===== src/rtl/rtu_frame_receiver_assert.svh =====
// Assertion macros for the frame receiver RTL.
// Depends on nothing; included by rtu_frame_receiver, the module that carries assertions.
`ifndef RTU_FRAME_RECEIVER_ASSERT_SVH
`define RTU_FRAME_RECEIVER_ASSERT_SVH
`ifndef ASSERT_OFF
// Property checked on every rising clock edge, suspended while reset is asserted.
`define RTU_ASSERT(lbl, clk, rstn, prop, msg) \
	lbl: assert property (@(posedge clk) disable iff (!rstn) prop) else $error(msg);
// Condition that must never be true on a rising clock edge outside reset.
`define RTU_NEVER(lbl, clk, rstn, cond, msg) \
	`RTU_ASSERT(lbl, clk, rstn, !(cond), msg)
`else
`define RTU_ASSERT(lbl, clk, rstn, prop, msg)
`define RTU_NEVER(lbl, clk, rstn, cond, msg)
`endif
`endif


===== src/rtl/rtu_pkg.sv =====
// Package of the frame receiver: widths, codes, reset values and the CRC step function.
// Depends on nothing; used by the interfaces, rtu_crc_unit and rtu_frame_receiver.
package rtu_pkg;

	localparam int STORE_DEPTH = 64;
	localparam int ADDR_W = $clog2(STORE_DEPTH);
	localparam int WPOS_W = ADDR_W + 1;
	localparam int STORE_BASE = 3;
	localparam int CRC_TAIL = 2;

	localparam int CFG_IDX_W = 2;
	localparam int CFG_DATA_W = 16;
	localparam logic [CFG_IDX_W-1:0] REG_LOCAL_ADDRESS = 2'd0;
	localparam logic [CFG_IDX_W-1:0] REG_TIMEOUT_TICKS = 2'd1;
	localparam logic [7:0] ADDR_RESET = 8'd1;
	localparam logic [15:0] TIMEOUT_RESET = 16'd100;

	localparam int ELAPSED_W = 17;
	localparam logic [ELAPSED_W-1:0] ELAPSED_MAX = '1;

	localparam logic OP_BYTE = 1'b0;
	localparam logic OP_TICK = 1'b1;

	localparam logic [1:0] STATUS_GOOD = 2'd0;
	localparam logic [1:0] STATUS_CRC = 2'd1;
	localparam logic [1:0] STATUS_LONG = 2'd2;

	localparam logic [15:0] CRC_INIT = 16'hFFFF;
	localparam logic [15:0] CRC_POLY = 16'hA001;
	localparam int CRC_STEPS = 8;
	localparam int CRC_CNT_W = $clog2(CRC_STEPS + 1);

	typedef struct packed {
		logic start;
		logic seed;
		logic [7:0] data;
	} crc_cmd_t;

	typedef struct packed {
		logic busy;
		logic [15:0] crc;
	} crc_stat_t;

	// One bit of the reflected CRC-16 shift.
	function automatic logic [15:0] crc_bit_step(input logic [15:0] crc);
		crc_bit_step = crc[0] ? ((crc >> 1) ^ CRC_POLY) : (crc >> 1);
	endfunction

endpackage


===== src/rtl/rtu_if.sv =====
// Valid/ready channel interfaces of the frame receiver: input items, results, configuration.
// Depends on rtu_pkg.
interface rtu_item_if import rtu_pkg::*; ();
	logic valid;
	logic ready;
	logic op;
	logic [7:0] byte_value;

	modport source(output valid, op, byte_value, input ready);
	modport sink(input valid, op, byte_value, output ready);
endinterface

interface rtu_result_if import rtu_pkg::*; ();
	logic valid;
	logic ready;
	logic [1:0] status;
	logic [7:0] func_code;
	logic [7:0] data_length;
	logic has_byte;
	logic [7:0] payload_byte;
	logic [5:0] byte_index;
	logic last;

	modport source(output valid, status, func_code, data_length, has_byte, payload_byte,
		byte_index, last, input ready);
	modport sink(input valid, status, func_code, data_length, has_byte, payload_byte,
		byte_index, last, output ready);
endinterface

interface rtu_cfg_if import rtu_pkg::*; ();
	logic valid;
	logic ready;
	logic [CFG_IDX_W-1:0] index;
	logic [CFG_DATA_W-1:0] data;

	modport source(output valid, index, data, input ready);
	modport sink(input valid, index, data, output ready);
endinterface


===== src/rtl/rtu_ram.sv =====
// Generic single-port-write, single-port-read RAM with a registered read.
// Depends on nothing.
module rtu_ram #(
	parameter int WIDTH = 8,
	parameter int DEPTH = 64
) (
	input  logic                     clk,
	input  logic                     we,
	input  logic [$clog2(DEPTH)-1:0] waddr,
	input  logic [WIDTH-1:0]         wdata,
	input  logic [$clog2(DEPTH)-1:0] raddr,
	output logic [WIDTH-1:0]         rdata
);

	logic [WIDTH-1:0] mem_q [DEPTH];

	always_ff @(posedge clk) begin
		if (we) begin
			mem_q[waddr] <= wdata;
		end
		rdata <= mem_q[raddr];
	end

endmodule


===== src/rtl/rtu_crc_unit.sv =====
// Bit-serial CRC-16 unit: folds in one byte, then shifts one bit per cycle.
// Depends on rtu_pkg.
module rtu_crc_unit import rtu_pkg::*; (
	input  logic      clk,
	input  logic      arst_n,
	input  crc_cmd_t  cmd,
	output crc_stat_t stat
);

	logic [15:0] crc_q;
	logic [CRC_CNT_W-1:0] cnt_q;

	always_ff @(posedge clk or negedge arst_n) begin
		if (!arst_n) begin
			crc_q <= CRC_INIT;
			cnt_q <= '0;
		end else if (cmd.start) begin
			crc_q <= (cmd.seed ? CRC_INIT : crc_q) ^ {8'h00, cmd.data};
			cnt_q <= CRC_CNT_W'(CRC_STEPS);
		end else if (cnt_q != '0) begin
			crc_q <= crc_bit_step(crc_q);
			cnt_q <= cnt_q - 1'b1;
		end
	end

	assign stat.busy = (cnt_q != '0);
	assign stat.crc = crc_q;

endmodule


===== src/rtl/rtu_frame_receiver.sv =====
// Top level of the frame receiver: parse sequencer, timeout counter, result register.
// Depends on rtu_pkg, rtu_if, rtu_ram, rtu_crc_unit and rtu_frame_receiver_assert.svh.
//
// Each request is one received byte or one time tick. A tick does not hold the input off.
// A byte that enters the CRC (address match, function code, length, payload) is taken and
// then holds the input off while the bit-serial CRC unit shifts one bit per cycle; the two
// CRC bytes and ignored bytes do not hold the input off. A status result holds the input off
// until it is loaded into the result register. Payload of a good frame is read back from
// the 64-byte frame store, each result passing through ST_EMIT_WAIT for the registered read
// of the store and then ST_EMIT_DATA; the input is held off during that burst. A waiting
// result does not stall the input unless a new result is due. The frame store needs no
// clearing after reset.
`include "rtu_frame_receiver_assert.svh"

module rtu_frame_receiver import rtu_pkg::*; (
	input logic            clk,
	input logic            arst_n,
	rtu_item_if.sink       item,
	rtu_result_if.source   result,
	rtu_cfg_if.sink        cfg
);

	localparam int POS_W = 9;

	localparam logic [1:0] STEP_HUNT = 2'd0;
	localparam logic [1:0] STEP_CODE = 2'd1;
	localparam logic [1:0] STEP_LEN  = 2'd2;
	localparam logic [1:0] STEP_BODY = 2'd3;

	localparam logic [1:0] ST_IDLE      = 2'd0;
	localparam logic [1:0] ST_STATUS    = 2'd1;
	localparam logic [1:0] ST_EMIT_WAIT = 2'd2;
	localparam logic [1:0] ST_EMIT_DATA = 2'd3;

	logic [1:0] state_q;
	logic [1:0] step_q;
	logic [WPOS_W-1:0] wp_q;
	logic [ELAPSED_W-1:0] elapsed_q;
	logic [7:0] local_addr_q;
	logic [15:0] timeout_q;
	logic [ADDR_W-1:0] emit_idx_q;
	logic [7:0] code_q;
	logic [7:0] len_q;
	logic [7:0] crc_lo_q;
	logic [1:0] status_q;
	logic out_valid_q;

	crc_cmd_t crc_cmd;
	crc_stat_t crc_stat;
	logic ram_we;
	logic [7:0] ram_rdata;
	logic [ADDR_W-1:0] ram_raddr;

	logic acc;
	logic is_byte;
	logic body_full;
	logic [WPOS_W-1:0] wp_inc;
	logic is_final;
	logic in_payload;
	logic crc_ok;
	logic [ELAPSED_W-1:0] elapsed_inc;
	logic timed_out;
	logic slot_free;
	logic emit_last;
	logic load_status;
	logic load_byte;

	assign item.ready = (state_q == ST_IDLE) && !crc_stat.busy;
	assign cfg.ready = 1'b1;

	assign acc = item.valid && item.ready;
	assign is_byte = (item.op == OP_BYTE);
	assign body_full = (wp_q >= WPOS_W'(STORE_DEPTH));
	assign wp_inc = wp_q + 1'b1;
	assign is_final = (POS_W'(wp_inc) >= (POS_W'(len_q) + POS_W'(STORE_BASE + CRC_TAIL)));
	assign in_payload = (POS_W'(wp_q) < (POS_W'(len_q) + POS_W'(STORE_BASE)));
	// The CRC arrives low byte first; the high byte is the one being taken now.
	assign crc_ok = ({item.byte_value, crc_lo_q} == crc_stat.crc);
	assign elapsed_inc = (elapsed_q == ELAPSED_MAX) ? elapsed_q : (elapsed_q + 1'b1);
	assign timed_out = (elapsed_inc > ELAPSED_W'(timeout_q));

	assign slot_free = !out_valid_q || result.ready;
	assign emit_last = ((8'(emit_idx_q) + 8'd1) == len_q);
	assign load_status = (state_q == ST_STATUS) && slot_free;
	assign load_byte = (state_q == ST_EMIT_DATA) && slot_free;

	always_comb begin
		crc_cmd.seed = (step_q == STEP_HUNT);
		crc_cmd.data = item.byte_value;
		crc_cmd.start = 1'b0;
		if (acc && is_byte) begin
			unique case (step_q)
				STEP_HUNT: crc_cmd.start = (item.byte_value == local_addr_q);
				STEP_CODE: crc_cmd.start = 1'b1;
				STEP_LEN:  crc_cmd.start = 1'b1;
				STEP_BODY: crc_cmd.start = !body_full && in_payload;
				default:   crc_cmd.start = 1'b0;
			endcase
		end
	end

	assign ram_we = acc && is_byte && (step_q == STEP_BODY) && !body_full;
	assign ram_raddr = ADDR_W'(STORE_BASE) + emit_idx_q;

	rtu_crc_unit u_crc (
		.clk    (clk),
		.arst_n (arst_n),
		.cmd    (crc_cmd),
		.stat   (crc_stat)
	);

	rtu_ram #(
		.WIDTH (8),
		.DEPTH (STORE_DEPTH)
	) u_store (
		.clk   (clk),
		.we    (ram_we),
		.waddr (wp_q[ADDR_W-1:0]),
		.wdata (item.byte_value),
		.raddr (ram_raddr),
		.rdata (ram_rdata)
	);

	always_ff @(posedge clk or negedge arst_n) begin
		if (!arst_n) begin
			state_q <= ST_IDLE;
			step_q <= STEP_HUNT;
			wp_q <= WPOS_W'(STORE_BASE);
			elapsed_q <= '0;
			local_addr_q <= ADDR_RESET;
			timeout_q <= TIMEOUT_RESET;
			emit_idx_q <= '0;
			out_valid_q <= 1'b0;
		end else begin
			if (cfg.valid && cfg.ready) begin
				if (cfg.index == REG_LOCAL_ADDRESS) begin
					local_addr_q <= cfg.data[7:0];
				end else if (cfg.index == REG_TIMEOUT_TICKS) begin
					timeout_q <= cfg.data;
				end
			end
			if (load_status || load_byte) begin
				out_valid_q <= 1'b1;
			end else if (result.valid && result.ready) begin
				out_valid_q <= 1'b0;
			end
			unique case (state_q)
				ST_IDLE: begin
					if (acc && !is_byte) begin
						if (step_q != STEP_HUNT) begin
							elapsed_q <= elapsed_inc;
							if (timed_out) begin
								step_q <= STEP_HUNT;
								wp_q <= WPOS_W'(STORE_BASE);
							end
						end
					end else if (acc) begin
						unique case (step_q)
							STEP_HUNT: begin
								if (item.byte_value == local_addr_q) begin
									elapsed_q <= '0;
									step_q <= STEP_CODE;
								end
							end
							STEP_CODE: step_q <= STEP_LEN;
							STEP_LEN: begin
								wp_q <= WPOS_W'(STORE_BASE);
								step_q <= STEP_BODY;
							end
							STEP_BODY: begin
								if (body_full) begin
									state_q <= ST_STATUS;
									step_q <= STEP_HUNT;
									wp_q <= WPOS_W'(STORE_BASE);
								end else if (is_final) begin
									step_q <= STEP_HUNT;
									wp_q <= WPOS_W'(STORE_BASE);
									if (crc_ok && (len_q != 8'd0)) begin
										emit_idx_q <= '0;
										state_q <= ST_EMIT_WAIT;
									end else begin
										state_q <= ST_STATUS;
									end
								end else begin
									wp_q <= wp_inc;
								end
							end
							default: step_q <= STEP_HUNT;
						endcase
					end
				end
				ST_STATUS: begin
					if (slot_free) begin
						state_q <= ST_IDLE;
					end
				end
				ST_EMIT_WAIT: state_q <= ST_EMIT_DATA;
				ST_EMIT_DATA: begin
					if (slot_free) begin
						if (emit_last) begin
							state_q <= ST_IDLE;
						end else begin
							emit_idx_q <= emit_idx_q + 1'b1;
							state_q <= ST_EMIT_WAIT;
						end
					end
				end
				default: state_q <= ST_IDLE;
			endcase
		end
	end

	// Frame fields, the pending status and the result payload need no reset.
	always_ff @(posedge clk) begin
		if (acc && is_byte) begin
			if (step_q == STEP_CODE) begin
				code_q <= item.byte_value;
			end
			if (step_q == STEP_LEN) begin
				len_q <= item.byte_value;
			end
			if (step_q == STEP_BODY) begin
				crc_lo_q <= item.byte_value;
				if (body_full) begin
					status_q <= STATUS_LONG;
				end else if (!crc_ok) begin
					status_q <= STATUS_CRC;
				end else begin
					status_q <= STATUS_GOOD;
				end
			end
		end
		if (load_status) begin
			result.status <= status_q;
			result.func_code <= code_q;
			result.data_length <= len_q;
			result.has_byte <= 1'b0;
			result.payload_byte <= 8'd0;
			result.byte_index <= 6'd0;
			result.last <= 1'b1;
		end else if (load_byte) begin
			result.status <= STATUS_GOOD;
			result.func_code <= code_q;
			result.data_length <= len_q;
			result.has_byte <= 1'b1;
			result.payload_byte <= ram_rdata;
			result.byte_index <= 6'(emit_idx_q);
			result.last <= emit_last;
		end
	end

	assign result.valid = out_valid_q;

	`RTU_NEVER(a_ready_while_crc, clk, arst_n, item.ready && crc_stat.busy, "input ready while CRC unit busy")
	`RTU_NEVER(a_wp_range, clk, arst_n, wp_q > WPOS_W'(STORE_DEPTH), "write position past store")
	`RTU_NEVER(a_wp_outside_body, clk, arst_n, (step_q != STEP_BODY) && (wp_q != WPOS_W'(STORE_BASE)), "write position moved outside frame body")
	`RTU_ASSERT(a_tick_no_result, clk, arst_n, (acc && (item.op == OP_TICK)) |=> !$rose(result.valid), "tick request produced a result")

endmodule

===== src/flat_wrapper.sv =====
// flat-port wrapper written by rule: the top's interface ports become plain ports
module rtu_frame_receiver_flat import rtu_pkg::*;
  (clk, arst_n, item_valid, item_op, item_byte_value, item_ready, result_valid, result_status, result_func_code, result_data_length, result_has_byte, result_payload_byte, result_byte_index, result_last, result_ready, cfg_valid, cfg_index, cfg_data, cfg_ready);
  rtu_item_if item_i ();
  rtu_result_if result_i ();
  rtu_cfg_if cfg_i ();
  input logic clk;
  input logic arst_n;
  input wire logic [$bits(item_i.valid)-1:0] item_valid;
  input wire logic [$bits(item_i.op)-1:0] item_op;
  input wire logic [$bits(item_i.byte_value)-1:0] item_byte_value;
  output wire logic [$bits(item_i.ready)-1:0] item_ready;
  output wire logic [$bits(result_i.valid)-1:0] result_valid;
  output wire logic [$bits(result_i.status)-1:0] result_status;
  output wire logic [$bits(result_i.func_code)-1:0] result_func_code;
  output wire logic [$bits(result_i.data_length)-1:0] result_data_length;
  output wire logic [$bits(result_i.has_byte)-1:0] result_has_byte;
  output wire logic [$bits(result_i.payload_byte)-1:0] result_payload_byte;
  output wire logic [$bits(result_i.byte_index)-1:0] result_byte_index;
  output wire logic [$bits(result_i.last)-1:0] result_last;
  input wire logic [$bits(result_i.ready)-1:0] result_ready;
  input wire logic [$bits(cfg_i.valid)-1:0] cfg_valid;
  input wire logic [$bits(cfg_i.index)-1:0] cfg_index;
  input wire logic [$bits(cfg_i.data)-1:0] cfg_data;
  output wire logic [$bits(cfg_i.ready)-1:0] cfg_ready;
  assign item_i.valid = item_valid;
  assign item_i.op = item_op;
  assign item_i.byte_value = item_byte_value;
  assign item_ready = item_i.ready;
  assign result_valid = result_i.valid;
  assign result_status = result_i.status;
  assign result_func_code = result_i.func_code;
  assign result_data_length = result_i.data_length;
  assign result_has_byte = result_i.has_byte;
  assign result_payload_byte = result_i.payload_byte;
  assign result_byte_index = result_i.byte_index;
  assign result_last = result_i.last;
  assign result_i.ready = result_ready;
  assign cfg_i.valid = cfg_valid;
  assign cfg_i.index = cfg_index;
  assign cfg_i.data = cfg_data;
  assign cfg_ready = cfg_i.ready;
  rtu_frame_receiver u_core (.clk(clk), .arst_n(arst_n), .item(item_i), .result(result_i), .cfg(cfg_i));
endmodule

===== config.mk =====
export PLATFORM = sky130hd
export DESIGN_NAME = rtu_frame_receiver_flat
export DESIGN_NICKNAME = d
export VERILOG_FILES = /design/src/rtl/rtu_pkg.sv /design/src/rtl/rtu_if.sv /design/src/rtl/rtu_ram.sv /design/src/rtl/rtu_crc_unit.sv /design/src/rtl/rtu_frame_receiver.sv /design/src/flat_wrapper.sv
export VERILOG_INCLUDE_DIRS = /design/src /design/src/rtl
export SDC_FILE = /design/constraint.sdc
export NUM_CORES = 1
export LEC_CHECK = 0
export BUFFER_PORTS_ARGS = -buffer_cell sky130_fd_sc_hd__buf_4
export CORE_MARGIN = 2
export CORE_UTILIZATION = 67
export CTS_BUF_LIST = sky130_fd_sc_hd__clkbuf_8 sky130_fd_sc_hd__clkbuf_16
export DETAILED_ROUTE_END_ITERATION = 8
export GPL_ROUTABILITY_DRIVEN = 0
export GPL_TIMING_DRIVEN = 0
export PLACE_DENSITY = 0.85
export SYNTH_ARGS = -nofsm -noshare
export SYNTH_HDL_FRONTEND = slang
export SYNTH_HIERARCHICAL = 1
export SYNTH_SLANG_ARGS = --single-unit

===== constraint.sdc =====
create_clock -name clk -period 4.9 [get_ports clk]
set_input_delay 0.98 -clock clk [delete_from_list [all_inputs] [get_ports clk]]
set_output_delay 0.98 -clock clk [all_outputs]
set_load 0.01 [all_outputs]

; Word-level counts from Yosys, hierarchy flattened
; Memories as Yosys holds them, arrays and structs flattened. A register that Yosys moved wholly into a read port is not among the register bits.
; Index checks and enable logic that the tools add are counted.
[totals]
ff_bits = 139
mem_count = 1
inputBits = 32
mem_bits_rw = 512
[op_classes]
bitwise_logic = 4
n_reduce_logical = 41
order_cmp = 4
eq_ne = 25
mux = 59
addsub = 8
[memory_table]
columns = memory, depth, width, rd, rd_ports_with_merged_regs, write_ports, line
row1 = u_core.u_store.mem_q, 64, 8, 1, 1, 1, rtu_ram.sv:15  ; logic [WIDTH-1:0] mem_q [DEPTH];
[op_table]
columns = cell, count
row1 = 2-to-1 mux 17 bit, 6
row2 = 2-to-1 mux 16 bit, 4
row3 = 2-to-1 mux 6 bit, 8
row4 = 2-to-1 mux 7 bit, 6
row5 = 2-to-1 mux 2 bit, 18
row6 = 2-to-1 mux 8 bit, 4
row7 = adder 17 x 1 -> 17 bit (second input constant), 1
row8 = == test 17 bit (second input constant), 1
row9 = > comparator 17 x 16 -> 1 bit, 1
row10 = == test 16 bit, 1
row11 = == test 8 bit, 2
row12 = case mux 2 bit (4 select lines), 2
row13 = nonzero test 2 bit, 8
row14 = bitwise XOR 16 x 8 -> 16 bit, 1
row15 = case mux 7 bit (2 select lines), 1
row16 = inequality test 2 bit (second input constant), 6
row17 = case mux 6 bit (2 select lines), 1
row18 = AND reduction 6 bit, 2
row19 = logical AND 1 bit, 11
row20 = inequality test 2 x 1 -> 1 bit (second input constant), 5
row21 = AND reduction 5 bit, 2
row22 = adder 8 x 2 -> 9 bit (second input constant), 1
row23 = adder 8 x 3 -> 9 bit (second input constant), 1
row24 = greater-or-equal comparator 7 x 9 -> 1 bit, 1
row25 = 26 further kinds, 47

; Logic depth before layout (Yosys ltp)
[depth]
word_depth = 9
depth_mapped = 17
depth_no_buf = 15

; By module
; The synthesis kept the hierarchy.
[modules_own_cells]
columns = mod, area_per_inst_um2, cells_per_inst, n_inst
row1 = rtu_ram, 20156.8, 940, 1
row2 = rtu_frame_receiver, 6600.1, 601, 1
row3 = rtu_crc_unit, 1122.3, 119, 1

; Worst setup path before layout
; Ideal clock, no wire load.
[synth_path]
kind = register -> register
startpoint = reg u_core.elapsed_q[0]
endpoint = reg u_core.wp_q[6]
path_buffers = 1
slack_ns = 1.642
period_less_slack_ns = 3.258
t_required_ns = 4.790
stages_incl_launch_ff = 16
setup_ns = 0.110
arrival_ns = 3.148
cell_sequence = dfrtp_1 ha_1 and2_1 nand4_4 o21a_1 nand4_1 xnor2_1 ha_1 a211oi_1 nor2_1 o31a_1 or4_4 nand2_2 buf_6 nand2_1 o41ai_1
[synth_via]
elab_chain_cells = 5
[synth_rtl]
columns = element, line
row1 = "start, declared", rtu_frame_receiver.sv:38  ; logic [ELAPSED_W-1:0] elapsed_q;
row2 = "start signal, assigned", rtu_frame_receiver.sv:151  ; elapsed_q <= elapsed_inc;
row3 = adder 17 x 1 -> 17 bit or == test 17 bit (tied branches), rtu_frame_receiver.sv:79  ; assign elapsed_inc = (elapsed_q == ELAPSED_MAX) ? elapsed_q : (elapsed_q + 1'b1);
row4 = 2-to-1 mux 17 bit *, rtu_frame_receiver.sv:79
row5 = > comparator 17 x 16 -> 1 bit *, rtu_frame_receiver.sv:80  ; assign timed_out = (elapsed_inc > ELAPSED_W'(timeout_q));
row6 = inequality test 2 x 1 -> 1 bit (no line) *, --
row7 = AND reduction 5 bit (no line) *, --
row8 = "end signal, assigned", rtu_frame_receiver.sv:128  ; wp_q <= WPOS_W'(STORE_BASE);
row9 = "end signal, assigned", rtu_frame_receiver.sv:154  ; wp_q <= WPOS_W'(STORE_BASE);
row10 = "end signal, assigned", rtu_frame_receiver.sv:167  ; wp_q <= WPOS_W'(STORE_BASE);
row11 = "end, declared", rtu_frame_receiver.sv:37  ; logic [WPOS_W-1:0] wp_q;
; Mark *: on every way between the ends. The rest lies on a longest branch, timed or not.
; A chain may end at the register's enable or synchronous reset.

; Final worst setup path
[layout_path]
startpoint = reg u_core.emit_idx_q[0]
endpoint = reg u_core.u_store.rdata[1], read port of u_core.u_store.mem_q
[layout_via]
elab_chain_cells = 1
[layout_rtl]
columns = element, line
row1 = "start, declared", rtu_frame_receiver.sv:41  ; logic [ADDR_W-1:0] emit_idx_q;
row2 = "start signal, assigned", rtu_frame_receiver.sv:203  ; emit_idx_q <= emit_idx_q + 1'b1;
row3 = adder 2 x 6 -> 6 bit, rtu_frame_receiver.sv:103  ; assign ram_raddr = ADDR_W'(STORE_BASE) + emit_idx_q;
row4 = net u_core.ram_raddr[0], rtu_frame_receiver.sv:52  ; logic [ADDR_W-1:0] ram_raddr;
row5 = "end, declared", rtu_ram.sv:12  ; output logic [WIDTH-1:0] rdata
; The timed path passes the listed nets, and every way through them passes these cells.

==> flow_summary_export.csv <==
group,metric,value,unit
status,status,"finished, final reports clean",
clock_network,cts_setup_buffers,0,
worst_setup_path,critPathLaunch,"u_core/emit_idx_q[0]",
timing,finalCritPeriodShare,97.01,%
timing,setup_tns,0,ns
detailed_routing,dr.pass1.iters,6,
layout,seq_area,19180,sq um
logic_synthesis,syn-instance-count,1660,
floorplanning,dieHeight,208.0,microns
logic_synthesis,syn_area_per_cell,16.79,sq um
clock_network,cts_resized,0,
detailed_routing,avgViaCountPerCell,7.037,
clock_network,cts-hold-fix-buffers,0,
timing,fin_ws,0.1463,ns
global_routing,grt_pass1_vias,16920,
clock_network,clock_path_buffers,3,
timing,slew-limit-headroom,9.137,%
power,p_int,9.664,mW
clock_network,cts_tree,"done",
worst_setup_path,end_kind,"flop",
clock_network,root_buffer,"clkbuf_16",
floorplanning,num_rows,74,
layout,fill_cells,2134,
floorplanning,core_area,40920,sq um
layout,multi_input_area,8019,sq um
worst_setup_path,cp_data_arrival_time,5.18,ns
detailed_routing,drtIter0Drc,2621,
layout,antennaDiodeCount,0,
floorplanning,start_util,68.12,%
global_routing,antenna_found_initial,0,
power,power,12.28,mW
detailed_routing,route.vias.total,16740,
timing,rsz0062_at_grt,"no",
worst_setup_path,cp.required,5.32,ns
global_routing,track_usage,32.92,%
worst_setup_path,critPathMaxStageDelay,0.99,ns
place,dp.cells,2258,
detailed_routing,drc,0,
timing,hold_viol_final,0,
clock_network,cts_sinks,659,
timing,maxSlewViolCount,0,
hold_path,hp-start,"u_core/code_q[2]",
power,p_sw,2.614,mW
worst_setup_path,reg2reg_from,"u_core/emit_idx_q[0]",
place,dp_slack,0.4412,ns
hold_path,hold_path_class,"reg2reg",
timing,hold_slack,0.4148,ns
power,power_density,392.1,nW/um^2
power,clkPwrFrac,42.4,%
power,seq_power_share,52.2,%
global_routing,grt_start_max_net_pins,80,
logic_synthesis,synth_area,27880,sq um
worst_setup_path,critical_path_class,"reg2reg",
worst_setup_path,path_delay_family,"buffers and inverters",
global_routing,grt_pass1_wl,104600,microns
worst_setup_path,startpoint_type,"flop",
place,dp_hpwl,42290,microns
timing,worst_pin_slew,1.353,ns
timing,fmax,210.4,MHz
place,portBuffers,66,
logic_synthesis,synth_ff_type,"edfxtp_1",
clock_network,worstSkewPairLatency,0.60,ns
timing,period_minus_slack,4.754,ns
clock_network,h-tree-depth,3,
global_routing,grt-ovfl-total,0,
power,ir_drop,0.3290,mV
detailed_routing,drt_wl_total,70450,microns
floorplanning,pin_count,69,
worst_setup_path,crit_top_cell,"clkbuf_1",
layout,areaGrowthSynthToFinish,12.32,%
logic_synthesis,seq_area_frac_synth,68.80,%
detailed_routing,ant_nets,0,
detailed_routing,wl_per_cell,29.61,microns
layout,drive_gt1_share,23.98,%
power,comb_power_share,5.3,%
layout,fin_cells,2379,
logic_synthesis,synth_fp_nets,1734,
timing,clock_skew,0.03120,ns
power,swShare,21.29,%
worst_setup_path,path_cells,"buf_2, inv_1, ha_1, nor2_1, xor2_1, clkbuf_1, buf_1, clkbuf_1, o2111ai_1, nand2_1, o2bb2ai_1",
clock_network,path_clk_slew,0.06,ns
floorplanning,die_w,208.0,microns
worst_setup_path,cp_num_buf_inv,5,
worst_setup_path,reg2reg_slack,0.15,ns
logic_synthesis,synth_edf_count,556,
flow_run,cap_viol_max_count,0,
timing,setup_violations,0,
power,leakage,10.89,nW
layout,layout.nets,1868,
logic_synthesis,ys_warn_count,6,
worst_setup_path,crit_slowest_cell,"xor2_1",
logic_synthesis,post_synth_num_cell_types,86,
logic_synthesis,synth-seq-cells,659,
logic_synthesis,async_flop_share,11.99,%
worst_setup_path,path_max_fanout,10,
clock_network,cts_buffers,66,
floorplanning,die_area,43260,sq um
## path summary, 6_finish.rpt
check | end | depth (start not counted)
worst max-delay path | u_core/u_store/rdata[1] | 11
worst min-delay path | u_core/result.func_code[2] | 0
worst max register to register | u_core/u_store/rdata[1] | 11
worst min register to register | u_core/result.func_code[2] | 0
max in group asynchronous | u_core/state_q[0] | 1
min in group asynchronous | u_core/local_addr_q[6] | 1
## per-stage QoR
step	cell area (sq um)	utilization (%)
after global routing	31320	76.52
after CTS	31310	76.50
after floorplan	27880	-
after global placement	29040	70.96
final	31320	76.52
after detailed placement	29040	70.96
## power groups by stage
| stage | clock network, mW | logic, mW | registers, mW |
|---|---|---|---|
| 6_report | 5.21 | 0.655 | 6.41 |
| 5_1_grt | 5.45 | 0.724 | 6.43 |
| 4_1_cts | 5.26 | 0.652 | 6.41 |
| 3_5_place_dp | 0 | 0.648 | 6.52 |
| 3_3_place_gp | 0 | 0.604 | 6.51 |
| 2_1_floorplan | 0 | 0.440 | 6.48 |
## state kept, by name (all words and copies together), names as in the netlist, 2 cells and up
register,flops
u_core/crc_lo_q,8
u_core/wp_q,7
u_core/len_q,8
u_core/u_crc/cnt_q,4
u_core/local_addr_q,8
u_core/result.payload_byte,8
u_core/step_q,2
u_core/state_q,2
u_core/result.data_length,8
u_core/u_store/rdata,8
u_core/elapsed_q,17
u_core/status_q,2
u_core/result.byte_index,6
u_core/timeout_q,16
u_core/u_crc/crc_q,16
u_core/result.func_code,8
u_core/result.status,2
u_core/u_store/mem_q,512
u_core/code_q,8
u_core/emit_idx_q,6
## per-layer routing
layer	global-route usage [%]	share of wire (%)	up-vias
met4	14.21	4.5	2
met2	51.67	48	1369
met5	1.891	0.16	-
met1	43.67	35	8321
met3	9.313	13	267
li1	-	-	6783
## Yosys cell counts (all sizes together), types with 12 or more instances
cell type	number	share of area, %
edfxtp	556	60
mux4	126	10
nor2	125	1.7
buf	57	1.6
dfrtp	57	5.1
nand2	57	0.79
o21ai	57	1.0
nor3	46	0.83
xnor2	43	1.4
ha	42	1.9
mux2	39	1.6
inv	36	0.50
nand3	36	0.66
mux2i	31	1.1
clkbuf	30	0.41
a21oi	26	0.49
dfxtp	24	1.7
xor2	24	0.78
dfstp	22	2.1
a22o	21	0.66
nor2b	17	0.38
nand2b	15	0.37
nand4	14	0.37
or3	12	0.27
## cells in the final DEF (no fill, tap or decap), drive strengths merged, types with 15 or more instances in the layout
cell type	count
buf	123
nor2b	17
dfstp	22
edfxtp	556
xnor2	43
mux2	39
nor2	125
mux2i	31
mux4	126
xor2	24
inv	51
nor3	46
dfrtp	57
ha	42
nand2b	15
a21oi	26
clkinv	22
nand2	57
nand3	36
dfxtp	24
clkbuf	101
o21ai	57
a22o	21
## area by class of cell
class | instances | area share [%]
multi-input cells | 878 | 25.61
well taps | 532 | 2.126
clock inverters | 50 | 1.674
clock buffers | 71 | 5.566
plain buffers | 87 | 1.746
inverters | 36 | 0.4475
repair buffers | 66 | 1.582
flip-flops and latches | 659 | 61.25
## cell families after synthesis
group / Yosys count / synth area share, %
adders and majority gates: 42 / 1.885
other: 1 / 0.01345
xor gates and xnor gates: 67 / 2.132
DFF: 659 / 68.80
AOI/OAI and AO/OA: 200 / 5.009
and+or+nand+nor: 372 / 6.831
buffers and inverters: 123 / 2.464
muxes: 196 / 12.87
Note: power is estimated with default switching activity, not from simulation.
